`config.mk`:
```
export PLATFORM = sky130hd
export DESIGN_NAME = kce_ram
export DESIGN_NICKNAME = d
export VERILOG_FILES = /design/src/rtl/kce_ram.sv
export SDC_FILE = /design/constraint.sdc
export NUM_CORES = 2
export LEC_CHECK = 0
export BUFFER_PORTS_ARGS = -buffer_cell sky130_fd_sc_hd__buf_2
export CAP_MARGIN = 20
export CORE_ASPECT_RATIO = 0.5
export CORE_MARGIN = 5
export CORE_UTILIZATION = 50
export CTS_CLUSTER_DIAMETER = 30
export CTS_CLUSTER_SIZE = 8
export DETAILED_ROUTE_END_ITERATION = 8
export PLACE_DENSITY = 0.73
export SYNTH_ARGS = -nofsm -noshare
export SYNTH_HDL_FRONTEND = slang
export SYNTH_SLANG_ARGS = --single-unit
```
`constraint.sdc`:
```
create_clock -name i_clk -period 8.03 [get_ports i_clk]
set_input_delay 1.2045 -clock i_clk [delete_from_list [all_inputs] [get_ports i_clk]]
set_output_delay 1.2045 -clock i_clk [all_outputs]
set_load 0.02 [all_outputs]
```
`src/rtl/kce_ram.sv`:
```
`timescale 1ns / 1ps
// ----------------------------------------------------------------------------
// kce_ram
// simple dual-port ram, one write port, one registered read port
// ----------------------------------------------------------------------------
module kce_ram #(
    parameter int WIDTH = 32,
    parameter int DEPTH = 64
) (
    input  logic                     i_clk,
    input  logic                     i_we,
    input  logic [$clog2(DEPTH)-1:0] i_waddr,
    input  logic [WIDTH-1:0]         i_wdata,
    input  logic [$clog2(DEPTH)-1:0] i_raddr,
    output logic [WIDTH-1:0]         o_rdata
);
    logic [WIDTH-1:0] r_mem [DEPTH];
    logic [WIDTH-1:0] r_rdata;

    always_ff @(posedge i_clk) begin
        if (i_we) begin
            r_mem[i_waddr] <= i_wdata;
        end
        r_rdata <= r_mem[i_raddr];
    end

    assign o_rdata = r_rdata;
endmodule

```
==> flow_metrics.tcl <==
set metrics [dict create \
    wirelength_um 208000 \
    synth_top_cell_by_area "edfxtp_1" \
    post-route-period-util_pct 45.9 \
    p_leak_nw 28.8 \
    fillers 10363 \
    clockBufferDepth 4 \
    io_pins 78 \
    area_growth_pct 16.5 \
    antenna_left 0 \
    final_cell_mix "edfxtp_1, mux4_2, clkbuf_16" \
    worst_slew_pin_slew_ns 1.14 \
    die_height_um 290 \
    vias 39205 \
    clock-root-buffer "clkbuf_16" \
    design_area_um2 91500 \
    drive_above_1_share_pct 30.6 \
    cts_sinks 2080 \
    finClkSkew_ns 0.0418 \
    synth-seq-cells 2080 \
    path_clk_slew_ns 0.05 \
    ys_seq_area_share_pct 79.1 \
    r2r_slack_ns 5.76 \
    die-area_um2 166000 \
    syn_area_per_cell_um2 23.6 \
    hold_depth 1 \
    wl_per_cell_um 35.3 \
    ys_warn_count 0 \
    postSynthCellCount 3324 \
    critPathLaunchType "primary input" \
    max_freq_mhz 271 \
    hold_viol 0 \
    end_kind "flop" \
    status "completed" \
    holdPathEnd "r_mem[6][5]" \
    synth_area_um2 78500 \
    place.gp.congestion 0.787 \
    avgViaCountPerCell 6.65 \
    rsz0062_at_grt "no" \
    cp.required_ns 8.76 \
    totalNegativeSetupSlack_ns 0 \
    synth_area_leaders "edfxtp_1, mux4_2, mux2i_1" \
    layout_commonest_cell "edfxtp_1" \
    drt_iter0_drc 6170 \
    max_cap_violations 0 \
    hold_path_class "in2reg" \
    r2r_start "r_mem[16][21]" \
    postPlaceCellArea_um2 81900 \
    antenna_found_initial 19 \
    setup_viol 0 \
    worstPathMaxFanout 67 \
    post_cts_buffers 0 \
    worst_ep_arrival_time_ns 4.41 \
    grt_max_degree 132 \
    grt_pass1_wl_um 294000 \
    core_um2 155000 \
    grt_pass1_vias 39930 \
    synth_top_area_share_pct 78.3 \
    grt-ovfl-total 0 \
    power_density_nw_per_um2 275 \
    initial_core_util_pct 50.5 \
    worstReg2RegEnd "o_rdata[21]" \
    slew_headroom_pct 23.7 \
    finalCriticalPeriod_ns 3.68 \
    cts-htree-levels 5 \
    dp_hpwl_um 99800 \
    ys_types 34 \
    hp-start "i_wdata[5]" \
    crit_type "in2reg" \
    grtUsageTotal_pct 25.0 \
    irDropWorstVdd_uv 172 \
    die_x_um 570 \
    route.detailed.drc 0 \
    slew_viol_final 0 \
    hold_buffers 0 \
    nNetsFinal 3709 \
    cts_made_buffers 322 \
    drtPass1Iterations 6 \
    synth_nets 3370 \
    ctsResizeCount 0 \
    port_buffers 77 \
    clk_latency_ns 0.90 \
    r2r_cells 4 \
    cts_tree "built" \
    rows 102 \
]
-- stage by stage --
stage	hold slack, ns	std cells	setup slack, ns	power (mW)	util (%)
after global routing	0.588	5896	4.04	25.9	58.8
after detailed placement	0.720	5396	3.40	13.4	52.7
after floorplan	0.663	3324	3.67	12.9	-
after CTS	0.741	5870	4.31	25.3	58.5
after global placement	0.725	5396	3.43	13.3	52.7
final	0.604	5898	4.35	25.2	58.8
-- synthesized netlist by cell type (all sizes together) --
library cell and number:
a21oi 62, a22oi 12, a311oi 8, a31oi 1, a41o 4, and2 2, and3 4, buf 108
clkbuf 74, dfxtp 32, edfxtp 2048, mux2i 93, mux4 544, nand2 26, nand2b 8, nand3 5
nand3b 5, nand4 2, nand4b 1, nor2 137, nor2b 15, nor3 7, o221ai 27, o22ai 84
o32ai 4, or2 3, or3 3, or3b 5
-- metal layers --
layer | track usage, % | share of wire (%) | vias to the layer above
li1 | - | - | 14931
met1 | 35.3 | 37 | 20685
met2 | 37.7 | 47 | 3109
met3 | 6.44 | 13 | 476
met4 | 10.3 | 3.9 | 4
met5 | 0 | 0.013 | -
-- critical path, stage by stage --
cell and delay, ns:
buf_8 0.61, buf_4 0.56, buf_4 0.63, mux4_2 0.61, mux2i_1 0.18, nor2_1 0.06
a311oi_1 0.34, nor3_1 0.11
-- layout make-up --
| type | count | area (um^2) | area share [%] |
|---|---|---|---|
| Clock buffer | 452 | 8850 | 9.68 |
| Timing Repair Buffer | 197 | 1700 | 1.86 |
| Sequential cell | 2080 | 62100 | 67.9 |
| Clock inverter | 22 | 176 | 0.193 |
| Multi-Input combinational cell | 1062 | 16000 | 17.5 |
| Tap cell | 2080 | 2600 | 2.85 |
| Antenna cell | 5 | 12.5 | 0.0137 |
-- worst max path at each step --
stage	cells past startpoint	slack (ns)	to	from
final	8	4.35	o_rdata[17]	i_raddr[0]
after CTS	8	4.31	o_rdata[17]	i_raddr[0]
after global routing	8	4.04	o_rdata[17]	i_raddr[0]
after floorplan	4	3.67	r_mem[48][0]	i_waddr[3]
after detailed placement	8	3.40	o_rdata[17]	i_raddr[0]
after global placement	8	3.43	o_rdata[17]	i_raddr[0]
-- power breakdown --
group          switching, mW  leakage [nW]  internal, mW
logic                  0.686          5.74         0.410
registers             0.0547          18.7          12.0
clock network           4.42          4.37          7.57
-- cell families after synthesis --
logic type / Yosys count / share of synthesized area, %
mux: 637 / 16.8
buf+inv: 182 / 1.13
flops: 2080 / 79.1
compound gates: 202 / 1.67
simple gates: 223 / 1.27
-- flip-flops by register name, indices dropped and copies added, names as in the netlist --
signal   cells
r_mem     2048
o_rdata     32
(Power assumes the default switching activity.)
