===== config.mk =====
export PLATFORM = sky130hd
export DESIGN_NAME = kce_dsq
export DESIGN_NICKNAME = d
export VERILOG_FILES = /design/src/rtl/kce_pkg.sv /design/src/rtl/kce_dsq.sv
export SDC_FILE = /design/constraint.sdc
export NUM_CORES = 2
export LEC_CHECK = 0
export BUFFER_PORTS_ARGS = -buffer_cell sky130_fd_sc_hd__buf_4
export CORE_MARGIN = 3
export CORE_UTILIZATION = 60
export CTS_CLUSTER_SIZE = 14
export DETAILED_ROUTE_END_ITERATION = 8
export PLACE_DENSITY = 0.81
export SETUP_SLACK_MARGIN = 0.4
export SLEW_MARGIN = 40
export SYNTH_ARGS = -nofsm -noshare
export SYNTH_HDL_FRONTEND = slang
export SYNTH_SLANG_ARGS = --single-unit

===== constraint.sdc =====
create_clock -name i_clk -period 7.7 [get_ports i_clk]
set_input_delay 0 -clock i_clk [delete_from_list [all_inputs] [get_ports i_clk]]
set_output_delay 0 -clock i_clk [all_outputs]
set_load 0.1 [all_outputs]

===== src/rtl/kce_pkg.sv =====
`timescale 1ns / 1ps
// ----------------------------------------------------------------------------
// kce_pkg
// shared types, codes and constants of the k-means clustering engine
// ----------------------------------------------------------------------------
package kce_pkg;

    localparam int COORD_W       = 32;
    localparam int NCL_W         = 4;
    localparam int NDIM_W        = 4;
    localparam int ITER_W        = 10;
    localparam int EPS_W         = 32;
    localparam int CFG_DATA_W    = 32;
    localparam int CFG_IDX_W     = 2;
    localparam int OUT_IDX_W     = 3;
    localparam int STATUS_W      = 2;

    localparam int DEF_MAX_CLUSTERS = 8;
    localparam int DEF_MAX_DIMS     = 8;
    localparam int DEF_MAX_POINTS   = 1024;

    localparam logic [NCL_W-1:0]  RST_NUM_CLUSTERS = NCL_W'(2);
    localparam logic [NDIM_W-1:0] RST_NUM_DIMS     = NDIM_W'(2);
    localparam logic [ITER_W-1:0] RST_MAX_ITER     = ITER_W'(200);
    localparam logic [EPS_W-1:0]  RST_EPSILON_SQ   = EPS_W'(4295);

    localparam int MIN_CLUSTERS = 2;
    localparam int MIN_DIMS     = 1;
    localparam int MIN_ITER     = 2;
    localparam int MAX_ITER     = 999;

    // cycles from the last operand into the squared-distance unit to a settled sum
    localparam int DRAIN_CYC    = 3;

    typedef enum logic [CFG_IDX_W-1:0] {
        CFG_NUM_CLUSTERS = 2'd0,
        CFG_NUM_DIMS     = 2'd1,
        CFG_MAX_ITER     = 2'd2,
        CFG_EPSILON_SQ   = 2'd3
    } t_cfg_idx;

    typedef enum logic [STATUS_W-1:0] {
        ST_OK      = 2'd0,
        ST_FEW     = 2'd1,
        ST_DROPPED = 2'd2
    } t_status;

    typedef enum logic [4:0] {
        S_LOAD, S_FILL, S_START, S_SEED_RD, S_SEED_WR, S_IT_INIT, S_CLR,
        S_A_ISS, S_A_WAIT, S_A_CMP, S_S_RD, S_S_WR,
        S_U_RD, S_U_DIV, S_U_DWT, S_U_WR, S_U_SH, S_U_CHK,
        S_O_RD, S_O_LD, S_O_VAL, S_ERR
    } t_state;

endpackage


===== src/rtl/kce_dsq.sv =====
`timescale 1ns / 1ps
// ----------------------------------------------------------------------------
// kce_dsq
// shared squared-distance unit: |a-b|, square, accumulate (three stages)
// ----------------------------------------------------------------------------
module kce_dsq import kce_pkg::*; #(
    parameter int ACC_W = 2 * COORD_W + 3
) (
    input  logic                      i_clk,
    input  logic                      i_rst_n,
    input  logic                      i_clr,
    input  logic                      i_valid,
    input  logic signed [COORD_W-1:0] i_a,
    input  logic signed [COORD_W-1:0] i_b,
    output logic [ACC_W-1:0]          o_acc
);
    logic signed [COORD_W:0] diff;
    logic [COORD_W-1:0]      mag;
    logic                    r_v1, r_v2;
    logic [COORD_W-1:0]      r_mag;
    logic [2*COORD_W-1:0]    r_sq;
    logic [ACC_W-1:0]        r_acc;

    always_comb begin
        diff = {i_a[COORD_W-1], i_a} - {i_b[COORD_W-1], i_b};
        mag  = diff[COORD_W] ? COORD_W'(-diff) : COORD_W'(diff);
    end

    always_ff @(posedge i_clk) begin
        if (!i_rst_n) begin
            r_v1  <= 1'b0;
            r_v2  <= 1'b0;
            r_acc <= '0;
        end else begin
            r_v1 <= i_valid;
            r_v2 <= r_v1;
            if (i_clr) begin
                r_acc <= '0;
            end else if (r_v2) begin
                r_acc <= r_acc + ACC_W'(r_sq);
            end
        end
        r_mag <= mag;
        r_sq  <= r_mag * r_mag;
    end

    assign o_acc = r_acc;
endmodule


==> results.md <==
- Post-Syn Nets: 5687
- Critical path class: reg -> reg
- Final Critical Period: 7353 ps
- Sequential area share after synthesis: 0.08231
- Adder-cell share of the synthesized area: 0.5218
- Fin worst setup slack: 346.9 ps
- Startpoint types: flop
- GRT Total Usage: 0.3067
- Reg2reg path depth: 26
- Vias: 31421
- Max-cap viol count: 0
- DP Cell Count: 5354
- Horiz. Die Dim: 263.8 µm
- Final setup viols: 0
- Pre-CTS setup slack: -221.9 ps
- Worst EP required: 8090 ps
- Starting DRC count in detailed routing: 2643
- CTS tree: yes
- Synthesized-area fraction occupied by xor and xnor cells: 0.04699
- CP most frequent cell: fa_1
- Unrepaired setup endpoints after global routing: true
- Vias in the first global route: 33029
- Die Area: 69610 µm²
- First-pass GRT wire length: 170.5 mm
- Final Non-Filler Cells: 5475
- Worst hold stages: 5
- Worst-skew pair later-pin latency: 480 ps
- Worst slew pin tran: 762.2 ps
- Routed Wire Length: 111.9 mm
- Post-Syn Area: 39890 µm²
- Clock slew at reported path FFs: 70 ps
- Htree depth: 4
- Final slew viol count: 0
- Area Growth Syn to Fin: 13.72%
- Congestion Overflow GR: 0
- Placer Congestion: 0.9631
- Arr. time, crit path: 7740 ps
- Top_reg_cell synth: dfxtp_1
- Flops & latches, synth: 164
- Critical path fanouts, max: 15
- Initial antenna violation count: 0
- Fraction of registers with async set/reset: 0
- Buf/Inv on CP: 5
- Hold Path Class: in -> reg
- Die Y: 263.8 µm
- Layout cells sized above 1: 0.1386
- Fmax achieved: 136.0 MHz
- Sink Count: 164
- Clk_skew: 18.79 ps
- Synth Area in Simple Gates: 0.1194
- Most frequent cells in the layout: inv_1 (1043), fa_1 (754), ha_1 (361), nand2_1 (333), buf_4 (260)
- Mux contribution to synthesized area: 0.01314
- Outcome: completed
- Core Area: 65160 µm²
- Remaining antenna violation count: 0
- Vias per cell: 5.739
- Worst path depth: 26
- Most common cell after layout, fill and taps aside: inv_1
- Clk buf depth: 2
- Std-Cell Rows: 93
- Critical path's largest stage delay: 590 ps
- Root Buffer: clkbuf_16
- Synth Area in Compound Gates: 0.09944
- Crit path capture type: flop
- Slew margin rel.: 0.4900
- Crit path max-delay family: adder cells
- Hpwl dp: 84.22 mm
- Post-route clock period utilization: 0.9549
- Syn Inst Count: 4432
- Synthesized area per cell: 9.000 µm²
- Distinct cells, synth: 75
- Post-synth EDFFs: 0
- CP max-delay cell: fa_1
- Layout Nets: 5860
- Ports: 135
- Largest net degree at the start of global routing: 54
- Largest family of logic cells by synthesized area: adder cells
- Buffers on Ports: 134
- Number of synthesis warnings: 0
- Hold Vio Cnt, Final: 0
- DR pass1 iterations: 6
- Effective utilization at floorplan: 0.6121
- DRC: 0
- WL per Instance: 20.43 µm
- Number of buffers created by CTS: 17
## worst reg2reg max path, delay by kind of cell, from the launching register on
kind                     cells  cell delay (ps)
adder cells (fa/ha/maj)      9             4400
flip-flops                   1              380
AND/OR/NAND/NOR              3              290
buffers and inverters        5              660
AO/OA/AOI/OAI                9             1530
## final timing paths
kind / startpoint / end / slack (ps)
setup reg to reg: r_mag[10]$_DFF_P_ / r_sq[57]$_DFF_P_ / 350
hold / removal: i_b[31] / r_mag[31]$_DFF_P_ / 80
setup / recovery: r_mag[10]$_DFF_P_ / r_sq[57]$_DFF_P_ / 350
hold reg to reg: r_v1$_SDFF_PN0_ / r_v2$_SDFF_PN0_ / 440
## Yosys cell counts, drive strengths merged (18+ instances only)
cell type,n,area (µm²)
a21o,100,750.7
a21oi,195,975.9
a31oi,33,221.5
and2,245,1536
and3,22,137.6
clkbuf,163,611.8
dfxtp,164,3283
fa,794,15900
ha,393,4917
inv,1057,3968
mux2i,49,490.5
nand2,356,1339
nand3,33,165.2
nand4,38,237.7
nor2,155,589.3
nor2b,21,131.4
nor3,21,105.1
o21a,18,135.1
o21ai,115,583.1
o21bai,40,300.3
xnor2,133,1165
xor2,81,709.4
## per-layer routing
metal / up-vias / global-route usage / part of all wire / wire, µm
li1: 14010 / - / - / -
met1: 15413 / 0.3995 / 0.38 / 42380
met2: 1594 / 0.5023 / 0.47 / 52190
met3: 404 / 0.06594 / 0.097 / 10850
met4: 0 / 0.1231 / 0.058 / 6455
met5: - / 0 / 0 / 0
## repair_timing
| item | 4_1_cts | 5_1_grt |
|---|---|---|
| endpoints found under the hold margin | 5 | 0 |
| pin swaps | 28 | 136 |
| hold buffers | 7 | 0 |
| buffers inserted | 8 | 55 |
| cloned | 8 | 9 |
| gates resized for setup | 111 | 238 |
| setup endpoints to repair | 24 | 26 |
## sequential cells by signal, indices dropped and copies added, names as in the netlist
name and cells:
r_v1 1, o_acc 67, r_sq 63, r_v2 1, r_mag 32
## per-stage QoR
stage / cell area (µm²) / setup TNS, ps / hold slack (ps) / utilization
2_1_floorplan: 40000 / 0 / 121.7 / -
3_3_place_gp: 42360 / -45.86 / 211.2 / 0.6501
3_5_place_dp: 42360 / -792.9 / 211.7 / 0.6501
4_1_cts: 43710 / 0 / 51.17 / 0.6708
5_1_grt: 45360 / 0 / 86.26 / 0.6960
6_report: 45360 / 0 / 76.55 / 0.6961
## layout make-up
cell class	instances	area, µm²
clock buffers	19	442.9
diodes	2	5.005
flip-flops and latches	164	3378
multi-input cells	3034	33060
inverters	1058	3983
well taps	855	1070
repair buffers	330	3282
clock inverters	13	137.6
fillers	4691	19800
## logic make-up (layout without fill, tap and decap cells)
group / count (synthesis) / in the layout
AO/OA/AOI/OAI: 620 / 620
XOR/XNOR: 214 / 214
adder cells (fa/ha/maj): 1187 / 1187
buffers and inverters: 1234 / 1420
flip-flops: 164 / 164
multiplexers: 52 / 52
other: 0 / 2
AND/OR/NAND/NOR: 961 / 961
Power is left out: the tool's default activity adds up to more than one toggle a clock period on the data nets, which glitch-free logic cannot reach.
