`src/rtl/kce_pkg.sv`:
```
`timescale 1ns / 1ps
// ----------------------------------------------------------------------------
// kce_pkg
// shared types, codes and constants of the k-means clustering engine
// ----------------------------------------------------------------------------
package kce_pkg;

    localparam int COORD_W       = 32;
    localparam int NCL_W         = 4;
    localparam int NDIM_W        = 4;
    localparam int ITER_W        = 10;
    localparam int EPS_W         = 32;
    localparam int CFG_DATA_W    = 32;
    localparam int CFG_IDX_W     = 2;
    localparam int OUT_IDX_W     = 3;
    localparam int STATUS_W      = 2;

    localparam int DEF_MAX_CLUSTERS = 8;
    localparam int DEF_MAX_DIMS     = 8;
    localparam int DEF_MAX_POINTS   = 1024;

    localparam logic [NCL_W-1:0]  RST_NUM_CLUSTERS = NCL_W'(2);
    localparam logic [NDIM_W-1:0] RST_NUM_DIMS     = NDIM_W'(2);
    localparam logic [ITER_W-1:0] RST_MAX_ITER     = ITER_W'(200);
    localparam logic [EPS_W-1:0]  RST_EPSILON_SQ   = EPS_W'(4295);

    localparam int MIN_CLUSTERS = 2;
    localparam int MIN_DIMS     = 1;
    localparam int MIN_ITER     = 2;
    localparam int MAX_ITER     = 999;

    // cycles from the last operand into the squared-distance unit to a settled sum
    localparam int DRAIN_CYC    = 3;

    typedef enum logic [CFG_IDX_W-1:0] {
        CFG_NUM_CLUSTERS = 2'd0,
        CFG_NUM_DIMS     = 2'd1,
        CFG_MAX_ITER     = 2'd2,
        CFG_EPSILON_SQ   = 2'd3
    } t_cfg_idx;

    typedef enum logic [STATUS_W-1:0] {
        ST_OK      = 2'd0,
        ST_FEW     = 2'd1,
        ST_DROPPED = 2'd2
    } t_status;

    typedef enum logic [4:0] {
        S_LOAD, S_FILL, S_START, S_SEED_RD, S_SEED_WR, S_IT_INIT, S_CLR,
        S_A_ISS, S_A_WAIT, S_A_CMP, S_S_RD, S_S_WR,
        S_U_RD, S_U_DIV, S_U_DWT, S_U_WR, S_U_SH, S_U_CHK,
        S_O_RD, S_O_LD, S_O_VAL, S_ERR
    } t_state;

endpackage

```
`src/rtl/kce_div.sv`:
```
`timescale 1ns / 1ps
// ----------------------------------------------------------------------------
// kce_div
// radix-2 restoring divider, signed sum by point count, truncates toward zero
// ----------------------------------------------------------------------------
module kce_div import kce_pkg::*; #(
    parameter int SUM_W = 42,
    parameter int CNT_W = 11
) (
    input  logic                    i_clk,
    input  logic                    i_rst_n,
    input  logic                    i_start,
    input  logic signed [SUM_W-1:0] i_dividend,
    input  logic [CNT_W-1:0]        i_divisor,
    output logic                    o_busy,
    output logic [COORD_W-1:0]      o_quot
);
    localparam int STEP_W = $clog2(SUM_W);

    logic              r_busy;
    logic [STEP_W-1:0] r_step;
    logic              r_neg;
    logic [SUM_W-1:0]  r_num;
    logic [SUM_W-1:0]  r_q;
    logic [CNT_W-1:0]  r_rem;
    logic [CNT_W-1:0]  r_den;
    logic [CNT_W:0]    trial;
    logic              fits;
    logic [SUM_W-1:0]  q_signed;

    always_comb begin
        trial    = {r_rem, r_num[SUM_W-1]};
        fits     = trial >= {1'b0, r_den};
        q_signed = r_neg ? -r_q : r_q;
    end

    always_ff @(posedge i_clk) begin
        if (!i_rst_n) begin
            r_busy <= 1'b0;
        end else if (i_start) begin
            r_busy <= 1'b1;
        end else if (r_busy && r_step == STEP_W'(SUM_W - 1)) begin
            r_busy <= 1'b0;
        end
        if (i_start) begin
            r_step <= '0;
            r_neg  <= i_dividend[SUM_W-1];
            r_num  <= i_dividend[SUM_W-1] ? SUM_W'(-i_dividend) : SUM_W'(i_dividend);
            r_q    <= '0;
            r_rem  <= '0;
            r_den  <= i_divisor;
        end else if (r_busy) begin
            r_step <= r_step + STEP_W'(1);
            r_num  <= r_num << 1;
            r_q    <= {r_q[SUM_W-2:0], fits};
            r_rem  <= fits ? CNT_W'(trial - {1'b0, r_den}) : CNT_W'(trial);
        end
    end

    assign o_busy = r_busy;
    assign o_quot = q_signed[COORD_W-1:0];
endmodule

```
`config.mk`:
```
export PLATFORM = sky130hd
export DESIGN_NAME = kce_div
export DESIGN_NICKNAME = d
export VERILOG_FILES = /design/src/rtl/kce_pkg.sv /design/src/rtl/kce_div.sv
export SDC_FILE = /design/constraint.sdc
export NUM_CORES = 1
export LEC_CHECK = 0
export ABC_AREA = 0
export BUFFER_PORTS_ARGS = -buffer_cell sky130_fd_sc_hd__buf_2
export CELL_PAD_IN_SITES_DETAIL_PLACEMENT = 1
export CELL_PAD_IN_SITES_GLOBAL_PLACEMENT = 1
export CORE_MARGIN = 1
export CORE_UTILIZATION = 27
export CTS_CLUSTER_SIZE = 30
export DETAILED_ROUTE_END_ITERATION = 10
export PLACE_DENSITY = 0.59
export SLEW_MARGIN = 20
export SYNTH_ARGS = -nofsm -noshare
export SYNTH_HDL_FRONTEND = slang
export SYNTH_SLANG_ARGS = --single-unit
```
`constraint.sdc`:
```
create_clock -name i_clk -period 2.7 [get_ports i_clk]
set_input_delay 0.27 -clock i_clk [delete_from_list [all_inputs] [get_ports i_clk]]
set_output_delay 0.27 -clock i_clk [all_outputs]
set_load 0.1 [all_outputs]
```
==> flow_summary_export.csv <==
group,metric,value,unit
global_route,grt_first_pass_wirelength,25800,um
clock_network,cts_tree,"yes",
cells_and_area,multi_input_area,3640,sq um
timing,fin_crit,3.00,ns
setup_path,cp.arrival,2.73,ns
routing,wl,15900,um
timing,min_period_over_period,111,%
synth,synth_ff_type,"edfxtp_1",
timing,relSlewSlack,56.0,%
clock_network,cts_max_path_buffers,2,
timing,worst_pin_slew,0.659,ns
setup_path,r2r-start,"r_num[41]",
die,initial_core_util,27.5,%
clock_network,cts_root_buffer,"clkbuf_16",
global_route,grt_overflow,0,
power_and_ir_drop,power.density,531,nW/um^2
setup_path,crit_type,"flop to output port",
cells_and_area,finish.net_count,805,
routing,vias,4998,
timing,setup_viol_count_final,18,
routing,wire_per_inst,15.6,um
cells_and_area,syn_to_final_growth,35.4,%
outcome,status,"finished with violations",
power_and_ir_drop,switching_power,0.00133,W
clock_network,ctsHoldBuffers,0,
global_route,grt_pass1_vias,5201,
clock_network,clock_latency,0.34,ns
setup_path,rr_worst_depth,9,
min_path,holdPathStages,1,
die,io-pin-count,89,
global_route,grt_max_degree,58,
global_route,antenna_found_initial,0,
routing,drtIter0Drc,135,
synth,synth_edf_count,54,
clock_network,path_clk_slew,0.08,ns
min_path,hp-class,"input pin to flop",
die,core_area,21800,sq um
power_and_ir_drop,p_sw_share,30.8,%
die,dieArea,22800,sq um
power_and_ir_drop,internal-power,0.00298,W
synth,ys_async_sr_fraction,0,%
die,fp.dieH,151,um
outcome,violations,"negative setup slack",
power_and_ir_drop,finalPower,0.00431,W
routing,dr.pass1.iters,4,
power_and_ir_drop,combinationalPowerShare,24.6,%
power_and_ir_drop,leakagePower,3.23,nW
setup_path,cp-end-kind,"output port",
cells_and_area,final_cells,1018,
cells_and_area,antenna_cells,0,
timing,timing.fmax,0.334,GHz
min_path,hold_path_end,"r_den[1]",
synth,yosys.area.top_type,"edfxtp_1",
min_path,min_from,"i_divisor[1]",
synth,synth_seq_cells,104,
timing,slew_viol_final,0,
place,dpl.cell_count,1000,
timing,setup_ws,-0.297,ns
clock_network,numCtsBuffers,9,
clock_network,ctsHtreeMaxLevel,3,
setup_path,crit_fanout,5,
cells_and_area,num-fill-cells,2439,
setup_path,start_kind,"flop",
die,rows,54,
timing,finClkSkew,0.00878,ns
die,die_w,151,um
synth,synthTopCellsByCount,"nor2_1 (79), edfxtp_1 (54), dfxtp_1 (50)",
setup_path,timing.rr.end,"r_rem[6]",
timing,hold_viol_final,0,
synth,avgSynthCellArea,9.61,sq um
synth,yosys_warnings,0,
routing,drc,0,
synth,synth_area_leaders,"edfxtp_1 (27%), dfxtp_1 (17%), xnor2_1 (6.1%), xor2_1 (5.7%), mux2i_1 (5.5%)",
synth,synthCells,624,
cells_and_area,drive_gt1_share,29.7,%
routing,ant_nets,0,
synth,ys_seq_area_share,43.7,%
routing,via_per_inst,4.91,
synth,syn-num-nets,696,
power_and_ir_drop,seq_power_share,42.4,%
setup_path,r2r_slack,0.31,ns
power_and_ir_drop,pwr-share-clk,33.1,%
power_and_ir_drop,vdd_ir_drop_max,0.280,mV
global_route,grt.total_usage,14.2,%
place,gp_congestion,0.786,
timing,tns,-3.26,ns
setup_path,critPathRequiredTime,2.43,ns
place,hpwlAfterDp,11700,um
synth,yosysTopAreaCellShare,27.0,%
synth,syn_area,6000,sq um
cells_and_area,regArea,2630,sq um
flow_run,maxCapViolCount,0,
clock_network,cts_num_sinks,104,
synth,ys_types,55,
place,io_buffers,88,
timing,grt_setup_unrepaired,"true",
synth,synth.most_common_cell,"nor2_1",
[cell type report]
class                   instances  share of cell area [%]
multi-input cells             462                    44.8
flip-flops and latches        104                    32.3
repair buffers                130                    13.3
well taps                     280                    4.31
clock buffers                  11                    3.25
inverters                      26                    1.25
clock inverters                 5                   0.739
[stage by stage]
| stage | worst slack (ns) | hold WS [ns] | instance area, sq um | util (%) |
|---|---|---|---|---|
| after global routing | -0.408 | 0.0766 | 8120 | 37.2 |
| after global placement | -0.0550 | 0.451 | 7540 | 34.6 |
| after floorplan | -0.0794 | 0.369 | 6270 | - |
| final | -0.297 | 0.0974 | 8120 | 37.2 |
| after detailed placement | -0.104 | 0.452 | 7540 | 34.6 |
| after CTS | -0.321 | 0.0805 | 8030 | 36.8 |
[state kept, by name, indices dropped and copies added, names as in the netlist]
| register | flops |
|---|---|
| r_num | 42 |
| r_step | 6 |
| o_busy | 1 |
| r_q | 32 |
| r_neg | 1 |
| r_den | 11 |
| r_rem | 11 |
[power by group through the flow]
stage	Clock [W]	Sequential, W	Combinational (W)
final	0.00143	0.00183	0.00106
after global routing	0.00153	0.00184	0.00114
after CTS	0.00148	0.00183	0.00105
after detailed placement	0	0.00186	0.00102
after global placement	0	0.00186	0.000990
after floorplan	0	0.00186	0.000692
[placed cells by master (no fill, tap or decap), drive strengths merged, types with 3 or more instances in the layout]
cell type,Yosys,final
o21ai,34,34
o311ai,5,5
o41ai,11,11
inv,26,26
or4,11,11
a21oi,35,35
xnor2,42,42
or2,4,4
edfxtp,54,54
o21a,3,3
nor3,8,8
dfxtp,50,50
nor2,79,79
buf,8,130
nand4,4,4
clkbuf,24,11
nor4,5,5
nand3,12,12
o31ai,23,23
a31oi,5,5
ha,15,15
or3,11,11
xor2,39,39
and2,3,3
mux2i,33,33
nor2b,4,4
nand2,37,37
nand2b,3,3
a311oi,3,3
mux2,11,11
[critical path: stages (launching register included)]
cell and delay [ns]:
dfxtp_2 0.33, or4_4 0.53, or3_4 0.39, or4_4 0.47, o31ai_4 0.21, buf_6 0.14
xnor2_4 0.11, buf_12 0.19
[worst max path at each step]
stage | startpoint | end | slack (ns)
final | r_q[6] | o_quot[16] | -0.30
after CTS | r_q[6] | o_quot[25] | -0.32
after floorplan | r_q[6] | o_quot[20] | -0.08
after global routing | r_q[6] | o_quot[25] | -0.41
after detailed placement | r_q[6] | o_quot[29] | -0.10
after global placement | r_q[6] | o_quot[29] | -0.05
[kinds of logic (layout without fill, tap and decap cells)]
kind of cell,after synthesis,in the layout,synth area share (%)
mux,44,44,7.57
fa+ha+maj,16,16,3.46
buf+inv,58,172,3.71
flops,104,104,43.7
simple gates,189,189,15.2
xor+xnor,81,81,11.8
compound gates,132,132,14.5
[repair_timing]
| item | in CTS | in global routing |
|---|---|---|
| pin swaps | 12 | 7 |
| setup endpoints to repair | 20 | 24 |
| buffers inserted | 3 | 1 |
| resized for setup | 34 | 18 |
[routing by layer]
layer  routed length [um]  up-vias  track usage (%)
li1                     -     2468                -
met1                 7260     2427             17.9
met2                 7920       89             24.9
met3                  534       14             2.62
met4                  148        0             3.35
met5                    0        -                0
No activity file was read; power rests on OpenSTA's default activity.
